File: config.mk
export PLATFORM = sky130hd
export DESIGN_NAME = heater_load_check_and_duty_select_unit
export DESIGN_NICKNAME = d
export VERILOG_FILES = /design/src/sv/hlcds_pkg.sv /design/src/sv/hlcds_div.sv /design/src/sv/heater_load_check_and_duty_select_unit.sv
export VERILOG_INCLUDE_DIRS = /design/src /design/src/sv
export SDC_FILE = /design/constraint.sdc
export NUM_CORES = 1
export LEC_CHECK = 0
export BUFFER_PORTS_ARGS = -buffer_cell sky130_fd_sc_hd__buf_4
export CAP_MARGIN = 30
export CELL_PAD_IN_SITES_DETAIL_PLACEMENT = 1
export CELL_PAD_IN_SITES_GLOBAL_PLACEMENT = 2
export CORE_AREA = 3 3 182 184
export DETAILED_ROUTE_END_ITERATION = 10
export DIE_AREA = 0 0 185 187
export GPL_TIMING_DRIVEN = 0
export MAX_ROUTING_LAYER = met4
export PLACE_DENSITY_LB_ADDON = 0.1
export SYNTH_ARGS = -nofsm -noshare
export SYNTH_HDL_FRONTEND = slang
export SYNTH_HIERARCHICAL = 1
export SYNTH_SLANG_ARGS = --single-unit
File: constraint.sdc
create_clock -name clock -period 3.7 [get_ports clock]
set_input_delay 0.555 -clock clock [delete_from_list [all_inputs] [get_ports clock]]
set_output_delay 0.555 -clock clock [all_outputs]
set_load 0.1 [all_outputs]
File: src/sv/heater_load_check_and_duty_select_unit_macros.svh
// ----------------------------------------------------------------------------
// Heater load check assertion macros
// Shared concurrent assertion forms, clocked on clock and held off in reset.
// ----------------------------------------------------------------------------
`ifndef HEATER_LOAD_CHECK_AND_DUTY_SELECT_UNIT_MACROS_SVH
`define HEATER_LOAD_CHECK_AND_DUTY_SELECT_UNIT_MACROS_SVH

// same-cycle implication
`define HLCDS_ASSERT_IMP(lbl, ante, cons) \
   lbl: assert property (@(posedge clock) disable iff (reset) (ante) |-> (cons)) \
      else $error("hlcds assertion failed");

// next-cycle implication
`define HLCDS_ASSERT_NXT(lbl, ante, cons) \
   lbl: assert property (@(posedge clock) disable iff (reset) (ante) |=> (cons)) \
      else $error("hlcds assertion failed");

`endif

File: src/sv/hlcds_pkg.sv
// ----------------------------------------------------------------------------
// Heater load check package
// Widths, codes and status types shared by the divider and the top level.
// ----------------------------------------------------------------------------
package hlcds_pkg;

   // ADC reading width
   localparam int ADC_BITS = 12;
   // numerator (ten times a reading) width
   localparam int NUM_BITS = ADC_BITS + 4;
   // divider iteration counter width
   localparam int DIV_CNT_W = $clog2(NUM_BITS + 1);
   // resistance figure width and saturation value
   localparam int RES_BITS = 16;
   localparam logic [RES_BITS-1:0] RES_MAX = {RES_BITS{1'b1}};

   // stream packing
   localparam int REQ_DATA_BITS = 3 * ADC_BITS;
   localparam int REQ_DATA_W    = ((REQ_DATA_BITS + 7) / 8) * 8;
   localparam int RSP_DATA_BITS = 8 + RES_BITS + ADC_BITS;
   localparam int RSP_DATA_W    = ((RSP_DATA_BITS + 7) / 8) * 8;

   // outcome codes
   localparam logic [1:0] STATUS_FIRING = 2'd0;
   localparam logic [1:0] STATUS_SHORT  = 2'd1;
   localparam logic [1:0] STATUS_OPEN   = 2'd2;

   // duty values
   localparam logic [7:0] DUTY_OFF  = 8'd156;
   localparam logic [7:0] DUTY_FULL = 8'd1;

   // register indexes
   localparam logic [1:0] REG_VALID_VOLT_MIN   = 2'd0;
   localparam logic [1:0] REG_SHORT_RES_LIMIT  = 2'd1;
   localparam logic [1:0] REG_SHORT_VOLT_LIMIT = 2'd2;
   localparam logic [1:0] REG_OPEN_DIFF_LIMIT  = 2'd3;

   // divider status toward the sequencer
   typedef struct packed {
      logic busy;
      logic done;
   } div_stat_type;

endpackage

File: src/sv/hlcds_div.sv
// ----------------------------------------------------------------------------
// Heater load check bit-serial divider
// Restoring divider: one quotient bit per cycle, numerator shifted out MSB
// first while quotient bits shift in at the bottom.
// ----------------------------------------------------------------------------
module hlcds_div (
   input  logic                          clock,
   input  logic                          reset,
   input  logic                          start,
   input  logic [hlcds_pkg::NUM_BITS-1:0] num,
   input  logic [hlcds_pkg::ADC_BITS-1:0] den,
   output logic [hlcds_pkg::NUM_BITS-1:0] quotient,
   output hlcds_pkg::div_stat_type       stat
);

   logic [hlcds_pkg::NUM_BITS-1:0]  quo_ff, quo_in;
   logic [hlcds_pkg::ADC_BITS-1:0]  rem_ff, rem_in;
   logic [hlcds_pkg::ADC_BITS-1:0]  den_ff, den_in;
   logic [hlcds_pkg::DIV_CNT_W-1:0] cnt_ff, cnt_in;
   logic                            busy_ff, busy_in;
   logic                            done_ff, done_in;
   logic [hlcds_pkg::ADC_BITS:0]    trial;
   logic [hlcds_pkg::ADC_BITS:0]    trial_sub;
   logic                            fits;

   // trial subtract of one step
   always_comb begin
      trial     = {rem_ff, quo_ff[hlcds_pkg::NUM_BITS-1]};
      trial_sub = trial - {1'b0, den_ff};
      fits      = (trial >= {1'b0, den_ff});
   end

   // load on start, then shift one digit per cycle
   always_comb begin
      quo_in  = quo_ff;
      rem_in  = rem_ff;
      den_in  = den_ff;
      cnt_in  = cnt_ff;
      busy_in = busy_ff;
      done_in = 1'b0;
      if (start) begin
         quo_in  = num;
         rem_in  = '0;
         den_in  = den;
         cnt_in  = hlcds_pkg::DIV_CNT_W'(hlcds_pkg::NUM_BITS);
         busy_in = 1'b1;
      end else if (busy_ff) begin
         quo_in = {quo_ff[hlcds_pkg::NUM_BITS-2:0], fits};
         rem_in = fits ? trial_sub[hlcds_pkg::ADC_BITS-1:0]
                       : trial[hlcds_pkg::ADC_BITS-1:0];
         cnt_in = cnt_ff - 1'b1;
         if (cnt_ff == hlcds_pkg::DIV_CNT_W'(1)) begin
            busy_in = 1'b0;
            done_in = 1'b1;
         end
      end
   end

   always_ff @(posedge clock) begin
      quo_ff <= quo_in;
      rem_ff <= rem_in;
      den_ff <= den_in;
      cnt_ff <= cnt_in;
      if (reset) begin
         busy_ff <= 1'b0;
         done_ff <= 1'b0;
      end else begin
         busy_ff <= busy_in;
         done_ff <= done_in;
      end
   end

   assign quotient  = quo_ff;
   assign stat.busy = busy_ff;
   assign stat.done = done_ff;

endmodule

File: src/sv/heater_load_check_and_duty_select_unit.sv
// ----------------------------------------------------------------------------
// Heater load check and duty select unit
// Checks the heater load once per firing period, holds the load difference
// and resistance figure, and reports short, open or firing with a PWM duty.
// ----------------------------------------------------------------------------
//  channel | role      | beat contents
//  req_    | input     | tdata: battery, high side, low side readings
//  rsp_    | output    | tdata: duty, resistance, difference; tuser: status
//  csr_    | config    | APB write/read of the four limit registers
//
//  An item steps through CALC and FIN, with DIV between them when a division
//  is needed; the bit-serial divider, one quotient bit a cycle, paces DIV.
//  One item is in work at a time; req_tready is high only when idle.
//  A finished beat waits in the output register while the next is taken;
//  a stalled rsp_ holds the sequencer before its load.
//  Reset is synchronous: limits return to defaults, held pair to zero.
// ----------------------------------------------------------------------------
`include "heater_load_check_and_duty_select_unit_macros.svh"

module heater_load_check_and_duty_select_unit (
   input  logic                              clock,
   input  logic                              reset,
   // req_tdata: battery_level, load_high_side, load_low_side, zero pad
   input  logic                              req_tvalid,
   output logic                              req_tready,
   input  logic [hlcds_pkg::REQ_DATA_W-1:0]  req_tdata,
   // rsp_tdata: duty, resistance, volt_difference, zero pad
   // rsp_tuser: status
   output logic                              rsp_tvalid,
   input  logic                              rsp_tready,
   output logic [hlcds_pkg::RSP_DATA_W-1:0]  rsp_tdata,
   output logic [1:0]                        rsp_tuser,
   input  logic                              csr_psel,
   input  logic                              csr_penable,
   input  logic                              csr_pwrite,
   input  logic [3:0]                        csr_paddr,
   input  logic [31:0]                       csr_pwdata,
   output logic [31:0]                       csr_prdata,
   output logic                              csr_pready
);

   localparam int AB = hlcds_pkg::ADC_BITS;
   localparam int RB = hlcds_pkg::RES_BITS;
   localparam int NB = hlcds_pkg::NUM_BITS;

   localparam logic [1:0] ST_IDLE = 2'd0;
   localparam logic [1:0] ST_CALC = 2'd1;
   localparam logic [1:0] ST_DIV  = 2'd2;
   localparam logic [1:0] ST_FIN  = 2'd3;

   logic [1:0]    state_ff, state_in;
   logic [AB-1:0] vmin_ff, svolt_ff, odiff_ff;
   logic [RB-1:0] sres_ff;
   logic [AB-1:0] bat_ff, lo_ff, diff_ff;
   logic          upd_ff;
   logic [AB-1:0] held_diff_ff, held_diff_in;
   logic [RB-1:0] held_res_ff, held_res_in;
   logic          rsp_valid_ff, rsp_valid_in;
   logic [7:0]    duty_ff, duty_in;
   logic [1:0]    status_ff, status_in;
   logic [RB-1:0] out_res_ff;
   logic [AB-1:0] out_diff_ff;

   logic          in_beat, out_load, cfg_wr;
   logic [AB-1:0] bat_w, hi_w, lo_w, diff_w;
   logic [NB-1:0] num_w, quo_w;
   logic [NB+RB-1:0] quo_wide;
   logic [RB-1:0] quo_sat;
   logic          div_start;
   hlcds_pkg::div_stat_type div_stat;

   // duty from battery bands
   function automatic logic [7:0] band_duty(input logic [AB-1:0] bat);
      logic [31:0] b;
      logic [7:0]  d;
      b = 32'(bat);
      if (b <= 32'h9DD)      d = hlcds_pkg::DUTY_FULL;
      else if (b <= 32'hA22) d = 8'd5;
      else if (b <= 32'hA66) d = 8'd13;
      else if (b <= 32'hAAB) d = 8'd19;
      else if (b <= 32'hAEF) d = 8'd27;
      else                   d = 8'd33;
      return d;
   endfunction

   assign in_beat  = req_tvalid && req_tready;
   assign req_tready = (state_ff == ST_IDLE);
   assign cfg_wr   = csr_psel && csr_penable && csr_pwrite && csr_pready;
   assign csr_pready = 1'b1;

   // unpack the input beat
   assign bat_w  = req_tdata[AB-1:0];
   assign hi_w   = req_tdata[2*AB-1:AB];
   assign lo_w   = req_tdata[3*AB-1:2*AB];
   assign diff_w = (lo_w > hi_w) ? (lo_w - hi_w) : (hi_w - lo_w);

   // ten times the low side as shift and add
   assign num_w = (NB'(lo_ff) << 3) + (NB'(lo_ff) << 1);

   assign div_start = (state_ff == ST_CALC) && upd_ff && (diff_ff != '0);

   hlcds_div u_div (
      .clock    (clock),
      .reset    (reset),
      .start    (div_start),
      .num      (num_w),
      .den      (diff_ff),
      .quotient (quo_w),
      .stat     (div_stat)
   );

   // saturate the quotient to the resistance width
   assign quo_wide = (NB+RB)'(quo_w);
   assign quo_sat  = (quo_wide > (NB+RB)'(hlcds_pkg::RES_MAX)) ? hlcds_pkg::RES_MAX
                                                               : quo_wide[RB-1:0];

   assign out_load = (state_ff == ST_FIN) && (!rsp_valid_ff || rsp_tready);

   // sequence one item and update the held pair
   always_comb begin
      state_in     = state_ff;
      held_diff_in = held_diff_ff;
      held_res_in  = held_res_ff;
      case (state_ff)
         ST_IDLE: begin
            if (in_beat) state_in = ST_CALC;
         end
         ST_CALC: begin
            if (div_start) begin
               state_in = ST_DIV;
            end else begin
               if (upd_ff) begin
                  held_diff_in = diff_ff;
                  held_res_in  = hlcds_pkg::RES_MAX;
               end
               state_in = ST_FIN;
            end
         end
         ST_DIV: begin
            if (div_stat.done) begin
               held_diff_in = diff_ff;
               held_res_in  = quo_sat;
               state_in     = ST_FIN;
            end
         end
         ST_FIN: begin
            if (out_load) state_in = ST_IDLE;
         end
         default: state_in = ST_IDLE;
      endcase
   end

   // pick the outcome from the held pair, the low side and the battery reading
   always_comb begin
      if (held_res_ff < sres_ff || lo_ff < svolt_ff) begin
         duty_in   = hlcds_pkg::DUTY_OFF;
         status_in = hlcds_pkg::STATUS_SHORT;
      end else if (held_diff_ff < odiff_ff) begin
         duty_in   = hlcds_pkg::DUTY_OFF;
         status_in = hlcds_pkg::STATUS_OPEN;
      end else begin
         duty_in   = band_duty(bat_ff);
         status_in = hlcds_pkg::STATUS_FIRING;
      end
   end

   // hold the output beat until taken
   always_comb begin
      rsp_valid_in = rsp_valid_ff;
      if (out_load)        rsp_valid_in = 1'b1;
      else if (rsp_tready) rsp_valid_in = 1'b0;
   end

   // control state and configuration
   always_ff @(posedge clock) begin
      if (reset) begin
         state_ff     <= ST_IDLE;
         rsp_valid_ff <= 1'b0;
         held_diff_ff <= '0;
         held_res_ff  <= '0;
         vmin_ff      <= AB'(1365);
         sres_ff      <= RB'(100);
         svolt_ff     <= AB'(68);
         odiff_ff     <= AB'(25);
      end else begin
         state_ff     <= state_in;
         rsp_valid_ff <= rsp_valid_in;
         held_diff_ff <= held_diff_in;
         held_res_ff  <= held_res_in;
         if (cfg_wr) begin
            case (csr_paddr[3:2])
               hlcds_pkg::REG_VALID_VOLT_MIN:   vmin_ff  <= csr_pwdata[AB-1:0];
               hlcds_pkg::REG_SHORT_RES_LIMIT:  sres_ff  <= csr_pwdata[RB-1:0];
               hlcds_pkg::REG_SHORT_VOLT_LIMIT: svolt_ff <= csr_pwdata[AB-1:0];
               hlcds_pkg::REG_OPEN_DIFF_LIMIT:  odiff_ff <= csr_pwdata[AB-1:0];
               default: ;
            endcase
         end
      end
   end

   // capture the input beat and the output payload
   always_ff @(posedge clock) begin
      if (in_beat) begin
         bat_ff  <= bat_w;
         lo_ff   <= lo_w;
         diff_ff <= diff_w;
         upd_ff  <= (lo_w > vmin_ff) && (hi_w > vmin_ff);
      end
      if (out_load) begin
         duty_ff     <= duty_in;
         status_ff   <= status_in;
         out_res_ff  <= held_res_ff;
         out_diff_ff <= held_diff_ff;
      end
   end

   // register read back
   always_comb begin
      case (csr_paddr[3:2])
         hlcds_pkg::REG_VALID_VOLT_MIN:   csr_prdata = 32'(vmin_ff);
         hlcds_pkg::REG_SHORT_RES_LIMIT:  csr_prdata = 32'(sres_ff);
         hlcds_pkg::REG_SHORT_VOLT_LIMIT: csr_prdata = 32'(svolt_ff);
         hlcds_pkg::REG_OPEN_DIFF_LIMIT:  csr_prdata = 32'(odiff_ff);
         default:                         csr_prdata = '0;
      endcase
   end

   assign rsp_tvalid = rsp_valid_ff;
   assign rsp_tuser  = status_ff;
   assign rsp_tdata  = hlcds_pkg::RSP_DATA_W'({out_diff_ff, out_res_ff, duty_ff});

   // a divider result arrives only while the sequencer waits for it
   `HLCDS_ASSERT_IMP(a_done_in_div, div_stat.done, state_ff == ST_DIV)
   // a stalled output keeps the sequencer from loading a new beat
   `HLCDS_ASSERT_NXT(a_stall_holds_fin,
                     (state_ff == ST_FIN) && rsp_valid_ff && !rsp_tready,
                     state_ff == ST_FIN)
   // a fault beat always carries the drive-off duty
   `HLCDS_ASSERT_IMP(a_fault_drive_off,
                     rsp_valid_ff && (status_ff != hlcds_pkg::STATUS_FIRING),
                     duty_ff == hlcds_pkg::DUTY_OFF)
   // the divider is idle whenever the sequencer is idle
   `HLCDS_ASSERT_IMP(a_div_idle, state_ff == ST_IDLE, !div_stat.busy)

endmodule
; ---- After elaboration in Yosys (flattened, before gate mapping)
; Index checks and enable logic that the tools add are counted.
[totals]
input_bits = 83
wordCells = 112
reg_bits = 204
[op_classes]
n_reduce_logical = 26
bitwise_logic = 1
n_mux = 31
magnitude_cmp = 13
eq_ne = 12
addsub = 5
[ops]
columns = operator, n
row1 = case mux 32 bit (4 select lines), 1
row2 = two-way mux 16 bit, 6
row3 = <= comparator 12 bit (second input constant), 5
row4 = two-way mux 12 bit, 5
row5 = > comparator 12 bit, 3
row6 = subtractor 12 bit, 3
row7 = case mux 16 bit (2 select lines), 1
row8 = less-than comparator 12 bit, 2
row9 = case mux 12 bit (2 select lines), 1
row10 = two-way mux 5 bit, 4
row11 = adder 15 x 13 -> 16 bit, 1
row12 = > comparator 16 bit (second input constant), 1
row13 = less-than comparator 16 bit, 1
row14 = >= comparator 13 x 12 -> 1 bit, 1
row15 = nonzero test 12 bit, 1
row16 = == test 2 bit (second input constant), 4
row17 = two-way mux 2 bit, 4
row18 = case mux 2 bit (4 select lines), 1
row19 = AND reduction 2 bit, 4
row20 = logical AND 1 bit, 7
row21 = two-way mux 1 bit, 7
row22 = two-way mux 6 bit, 1
row23 = != test 2 bit (second input constant), 3
row24 = nonzero test 2 bit, 3
row25 = other kinds (14), 18

; ---- Depth between registers and ports, before layout
; Gate-level depths: netlist of run 1.
[logic_depth]
ltp_word = 6
ltp_mapped = 11
ltp_nobuf = 11

; ---- Modules after synthesis
; The synthesis of run 1 kept the hierarchy.
[modules_own_cells]
columns = module, instances, area_per_inst_um2, cells_per_inst
row1 = heater_load_check_and_duty_select_unit, 1, 9085.0, 909
row2 = hlcds_div, 1, 2519.9, 228

; ---- Worst setup path after synthesis of run 1
; OpenSTA, ideal clock, no wires.
[synth_path]
kind = register to register
start = register rsp_valid_ff (netlist: rsp_tvalid)
end = register duty_ff[0] (enable)
required_time_ps = 3264
n_path_buf = 0
period_less_slack_ps = 3048
path_slack_ps = 652
stages_incl_launch_ff = 3
arrival_ps = 2613
cell_sequence = dfxtp_1 -> nor2b_1 -> nor2b_1
[synth_via]
elab_chain_len = 3
[synth_rtl]
columns = element, line
row1 = start: declaration, heater_load_check_and_duty_select_unit.sv:58  ; logic rsp_valid_ff, rsp_valid_in;
row2 = start signal: assignment, heater_load_check_and_duty_select_unit.sv:187  ; rsp_valid_ff <= rsp_valid_in;
row3 = zero test 1 bit, heater_load_check_and_duty_select_unit.sv:117  ; assign out_load = (state_ff == ST_FIN) && (!rsp_valid_ff || rsp_tready);
row4 = logical OR 1 bit, heater_load_check_and_duty_select_unit.sv:117
row5 = logical AND 1 bit, heater_load_check_and_duty_select_unit.sv:117
row6 = net out_load, heater_load_check_and_duty_select_unit.sv:64  ; logic in_beat, out_load, cfg_wr;
row7 = end signal: assignment, heater_load_check_and_duty_select_unit.sv:211  ; duty_ff <= duty_in;
row8 = end: declaration, heater_load_check_and_duty_select_unit.sv:59  ; logic [7:0] duty_ff, duty_in;
; The timed path passes the listed nets, and every way through them passes these cells.
; A chain may end at the register's enable or synchronous reset.

; ---- Worst setup path after layout of run 1
[layout_path]
start = input port csr_paddr[3]
end = output port csr_prdata[2]
[layout_via]
elab_chain_len = 2
elab_cells_between_ends = 5
cone_classes = eq/ne (3) / mux (1) / reduce/logical (1)
[layout_rtl]
columns = element, line
row1 = start: declaration, heater_load_check_and_duty_select_unit.sv:36  ; input logic [3:0] csr_paddr,
row2 = == test 2 bit (tied with other cells), heater_load_check_and_duty_select_unit.sv:220  ; case (csr_paddr[3:2])
row3 = case mux 32 bit (4 select lines) (*), heater_load_check_and_duty_select_unit.sv:220
row4 = end: declaration, heater_load_check_and_duty_select_unit.sv:38  ; output logic [31:0] csr_prdata,
; Mark *: on every way between the ends. The rest lies on a longest branch, timed or not. The select of a mux whose other input is x is not followed.

==> results of run 1 <==
==> per-stage QoR <==
| step | total power [mW] | cells | instance area, um2 | utilization [%] | TNS [ns] |
|---|---|---|---|---|---|
| floorplan | 6.039 | 1157 | 11680 | - | 0 |
| global placement | 7.038 | 1672 | 13030 | 41.28 | -5.537 |
| detailed placement | 7.105 | 1674 | 13080 | 41.46 | 0 |
| CTS | 9.545 | 1718 | 13880 | 43.98 | 0 |
| global route | 10.06 | 1718 | 13880 | 43.98 | 0 |
| finish | 9.440 | 1718 | 13880 | 43.98 | 0 |
==> worst max-delay path, delay by kind of cell <==
kind,cells,cell delay (ns)
buf+inv,3,1.25
mux,1,0.47
==> worst max-delay path by stage <==
| stage | end | from | slack (ns) |
|---|---|---|---|
| after floorplan | duty_ff[0]$_SDFFCE_PP0P_ | rsp_tvalid$_SDFFE_PP0P_ | 0.65 |
| after global placement | duty_ff[5]$_SDFFCE_PP0P_ | rsp_tready | -0.11 |
| after detailed placement | diff_ff[5]$_DFFE_PP_ | req_tdata[24] | 0.40 |
| after CTS | csr_prdata[2] | csr_paddr[3] | 0.81 |
| after global routing | u_div/rem_ff[10]$_SDFFE_PP0P_ | state_ff[0]$_SDFFE_PP0P_ | 0.62 |
| final | csr_prdata[2] | csr_paddr[3] | 0.86 |
==> routing by layer <==
layer | share of wire [%] | vias to the layer above
met1 | 47 | 4267
met2 | 48 | 156
li1 | - | 4309
met4 | 2.4 | 0
met3 | 3.4 | 42
met5 | 0 | -
==> report_power, final <==
group | leakage [nW] | internal, mW | switching (mW) | total, mW
combinational | 3.60 | 1.37 | 2.27 | 3.63
sequential | 1.78 | 3.00 | 0.402 | 3.40
clock | 0.395 | 1.46 | 0.945 | 2.40
total | 5.77 | 5.83 | 3.61 | 9.44
==> cells in the final DEF, fill, tap and decap left out, types with 4 or more instances in the layout <==
cell / instances
mux4_2: 12
xor2_1: 10
buf_2: 9
ha_1: 112
or3_1: 6
inv_1: 118
a211o_1: 14
and2_1: 7
mux2i_1: 47
fa_1: 4
nor3_1: 7
buf_4: 137
a311oi_1: 18
a21oi_1: 70
nor4_1: 4
xnor2_1: 21
nand2b_1: 19
nor2_1: 99
a211oi_1: 8
a21o_1: 18
clkinv_2: 7
o21a_1: 5
nand4_1: 17
nand3_1: 6
clkbuf_16: 25
and3_1: 5
o21ai_0: 36
clkbuf_1: 21
o21ai_1: 4
dfxtp_1: 102
conb_1: 23
nand3b_1: 8
edfxtp_1: 102
nand2_1: 91
mux2_2: 19
buf_1: 6
nor2b_1: 21
o21bai_1: 5
==> area by class of cell <==
| class | count | area (um2) |
|---|---|---|
| Timing Repair Buffer | 115 | 887.1 |
| Clock buffer | 30 | 654.4 |
| Tap cell | 402 | 503.0 |
| Multi-Input combinational cell | 774 | 5774 |
| Inverter | 119 | 446.7 |
| Sequential cell | 204 | 5105 |
| Fill cell | 3579 | 17680 |
| Buffer | 60 | 365.4 |
| Clock inverter | 14 | 143.9 |
==> flip-flops by register name, indices dropped and copies added, names as in the netlist, 2 cells and up <==
| signal | flops |
|---|---|
| u_div/den_ff | 12 |
| diff_ff | 12 |
| out_res_ff | 16 |
| rsp_tuser | 2 |
| held_diff_ff | 12 |
| u_div/quotient | 16 |
| bat_ff | 12 |
| lo_ff | 12 |
| duty_ff | 7 |
| svolt_ff | 12 |
| sres_ff | 16 |
| out_diff_ff | 12 |
| held_res_ff | 16 |
| odiff_ff | 12 |
| u_div/rem_ff | 12 |
| u_div/cnt_ff | 5 |
| state_ff | 2 |
| vmin_ff | 12 |
==> results.cfg, run 1 <==
[critical_path]
reg2regPathDepth = 9
critical_path_class = input port to output port
r2r-start = sres_ff[7]$_SDFFE_PP0P_
crit_required_ns = 3.14
endpoint_kind = output port
critPathMaxStageDelay_ns = 0.64
critPathMaxFanout = 10
r2r_slack_ns = 0.93
crit_chain = clkbuf_1 -> buf_1 -> mux4_2 -> buf_4
arrival_ns = 2.29
critPathSlowestCell = buf_1
r2r_end = duty_ff[5]$_SDFFCE_PP0P_
cp-start-kind = input port

[grt]
grt_max_degree = 38
grt_pass1_vias = 9072
grt_util_met1_pct = 26.98
grtUsageMet2_pct = 33.18
track_usage_pct = 20.26
grt.busiest_layer = met2
grt.met3_usage_pct = 2.295
antenna_found_initial = 0
grt-ovfl-total = 0
grt_pass1_wl_mm = 53.05

[sta]
setup_viol = 0
fmax_mhz = 351.8
worst_pin_slew_ns = 0.9356
finalCritPeriodShare_pct = 76.82
rsz0062_at_grt = no
finalClockSkew_ns = 0.01751
hold_viol = 0
finalMaxSlewViolations = 0
min_period_ns = 2.842
finalHoldWorstSlack_ns = 0.2190
worst_slack_ns = 0.8576
slew-limit-headroom_pct = 37.63

[clock_tree]
postCtsHoldBufs = 0
cts_made_buffers = 24
ctsHtreeMaxLevel = 1
clock_path_buffers = 3
path_clk_slew_ns = 0.06
tritoncts = built
clkLatencyLatePin_ns = 0.52
cts_sinks = 204
ctsResizeCount = 0
cts_root_buf = clkbuf_16
post_cts_buffers = 0

[placement]
numPortBuffers = 113
place_congestion = 0.8260
place_ws_ns = 0.4049
hpwlAfterDp_mm = 27.20

[layout]
areaGrowthSynthToFinish_pct = 19.68
drive_gt1_share_pct = 18.47
diodes = 0
fin_nets = 1497

[detailed_routing]
drtIter0Drc = 315
firstDrtPassIters = 4
ant_nets = 0
vias = 8774
post_drt_wl_per_cell_um = 20.08
viasPerCell = 5.107
drt-total-wl_mm = 34.50
drcViolationCount = 0

[floorplanning]
rows = 65
io_pins = 160
dieArea_um2 = 34600
die_width_um = 185
core_um2 = 31560
initial_utilization_pct = 36.75
die_y_um = 187

[min_path]
hold_start = req_tdata[0]
hp-class = input port to flip-flop
hold_depth = 1
hold-path-endpoint = bat_ff[0]$_DFFE_PP_

[outcome]
outcome = complete, no violations

[synth]
yosysWarnings = 6
syn_avg_cell_area_um2 = 10.21
synth_cells = 1136
syn_area_um2 = 11600

[power]
ir_worst_vdd_uv = 379.7
p_leak_nw = 5.773
p_per_area_nw_per_um2 = 680.1

[job]
maxCapViolCount = 0
Note: power is estimated with default switching activity, not from simulation.
==> run 2, diff against run 1 <==
Settings changed: ABC_AREA set to 1, CORE_AREA 3 3 182 184 to 3 3 198 200, DIE_AREA 0 0 185 187 to 0 0 201 203.
Clock period 3.7 ns to 2.51 ns, I/O delays scaled along.
==> run 2 against run 1 <==
Die area is 18% higher; critical path depth up 4; via count rose by 15%; clock power is 63% higher; register-to-register slack worse by 0.70 ns; largest power group unchanged; total power rose by 58%; combinational power increased by 61%; critical endpoint is now u_div/quotient[14]$_DFFE_PP_; worst setup slack worse by 0.63 ns.
==> results.cfg, run 2 <==
[outcome]
outcome = complete, no violations

[sta]
finalClockSkew_ns = 0.02971
rsz0062_at_grt = no
finalHoldWorstSlack_ns = 0.02567
setup_viol = 0
worst_pin_slew_ns = 0.8584
worst_slack_ns = 0.2283
hold_viol = 0
min_period_ns = 2.282
slew-limit-headroom_pct = 42.77
fmax_mhz = 438.3
finalMaxSlewViolations = 0
finalCritPeriodShare_pct = 90.90

[detailed_routing]
firstDrtPassIters = 5
ant_nets = 0
post_drt_wl_per_cell_um = 17.86
vias = 10080
viasPerCell = 4.682
drtIter0Drc = 400
drcViolationCount = 0
drt-total-wl_mm = 38.48

[grt]
grt_max_degree = 38
track_usage_pct = 19.32
antenna_found_initial = 1
grt_pass1_vias = 10450
grt-ovfl-total = 0
grt_pass1_wl_mm = 60.52

[placement]
numPortBuffers = 115
place_ws_ns = -0.1807
place_congestion = 0.8202
placed_area_um2 = 13640
hpwlAfterDp_mm = 31.63
dp.cells = 2106

[floorplanning]
dieArea_um2 = 40800
die_width_um = 201
initial_utilization_pct = 31.99
die_y_um = 203
rows = 71
core_um2 = 37580
io_pins = 160

[job]
maxCapViolCount = 0

[layout]
mostFrequentLayoutCells = nand2_1 (332), inv_1 (188), buf_4 (145), ha_1 (112), nor2_1 (106)
fin_cells = 2154
drive_gt1_share_pct = 15.76
fin_area_um2 = 14570
fin_nets = 1823
post-route-util_pct = 38.76
final_common_cell = nand2_1
diodes = 0
areaGrowthSynthToFinish_pct = 21.16

[critical_path]
crit_chain = ha_1 -> a21oi_1 -> o21ai_0 -> a21oi_1 -> o22ai_1 -> xor2_1 -> nand2_1 -> nand2_1
critical_path_class = flip-flop to flip-flop
arrival_ns = 2.58
critPathSlowestCell = edfxtp_1
critPathMaxFanout = 4
crit_required_ns = 2.81
endpoint_kind = flip-flop
critPathMaxStageDelay_ns = 0.48
cp-start-kind = flip-flop

[clock_tree]
clkLatencyLatePin_ns = 0.55
cts_sinks = 204
tritoncts = built
cts_root_buf = clkbuf_16
cts_made_buffers = 25
postCtsHoldBufs = 0
path_clk_slew_ns = 0.06
clock_path_buffers = 3
ctsHtreeMaxLevel = 1

[synth]
synth_cells = 1458
syn_area_um2 = 12020
syn_avg_cell_area_um2 = 8.246
yosysWarnings = 6

[power]
ir_worst_vdd_uv = 529.0
p_per_area_nw_per_um2 = 1027
p_leak_nw = 6.625

[min_path]
hp-class = input port to flip-flop
## run 2: timing repair
item | in CTS | in global routing
hold endpoints to repair | 0 | 0
cloned | 0 | 0
pin swaps | 0 | 0
gates resized for setup | 4 | 4
buffers inserted | 3 | 0
endpoints found under the setup margin | 37 | 33
## run 2: path summary, 6_finish.rpt
check	to	cells after the start	slack, ns	from
max reg2reg	u_div/quotient[14]$_DFFE_PP_	8	0.23	lo_ff[2]$_DFFE_PP_
min reg2reg	u_div/cnt_ff[4]$_SDFFE_PP1P_	2	0.47	u_div/cnt_ff[4]$_SDFFE_PP1P_
min	bat_ff[11]$_DFFE_PP_	1	0.03	req_tdata[11]
max	u_div/quotient[14]$_DFFE_PP_	8	0.23	lo_ff[2]$_DFFE_PP_
## run 2: cell type report
cell class	count	area (um2)
Multi-Input combinational cell	1005	5813
Timing Repair Buffer	119	913.4
Clock inverter	15	222.7
Buffer	63	422.9
Clock buffer	31	668.1
Tap cell	511	639.4
Sequential cell	204	5105
Inverter	206	782.0
Fill cell	4524	23010
## run 2: critical path, delay by kind of cell, from the launching register on
| family | cells | cell delay (ns) |
|---|---|---|
| flip-flops | 1 | 0.48 |
| AND/OR/NAND/NOR | 2 | 0.13 |
| XOR/XNOR | 1 | 0.17 |
| AO/OA/AOI/OAI | 4 | 0.86 |
| adder cells (fa/ha/maj) | 1 | 0.40 |
## run 2: per-stage QoR
step	total power [mW]	setup TNS [ns]
2_1_floorplan	9.274	-1.168
3_3_place_gp	11.01	-10.93
3_5_place_dp	11.18	-5.080
4_1_cts	15.21	0
5_1_grt	16.10	0
6_report	14.95	0
## run 2: power by group
| part | switching (mW) | leakage (nW) | internal (mW) | total (mW) |
|---|---|---|---|---|
| Combinational | 4.02 | 4.41 | 1.84 | 5.86 |
| Clock | 1.51 | 0.435 | 2.42 | 3.92 |
| Sequential | 0.655 | 1.78 | 4.51 | 5.17 |
| Total | 6.18 | 6.63 | 8.77 | 15.0 |
## run 2: metal layers
layer / part of all wire [%] / wire, um / vias to the layer above / global-route usage (%)
met1: 49 / 18890 / 4803 / 26.38
li1: - / - / 5110 / -
met5: 0 / 0 / - / -
met3: 3.0 / 1157 / 38 / 2.052
met2: 47 / 17950 / 133 / 31.73
met4: 1.2 / 480 / 0 / 3.087
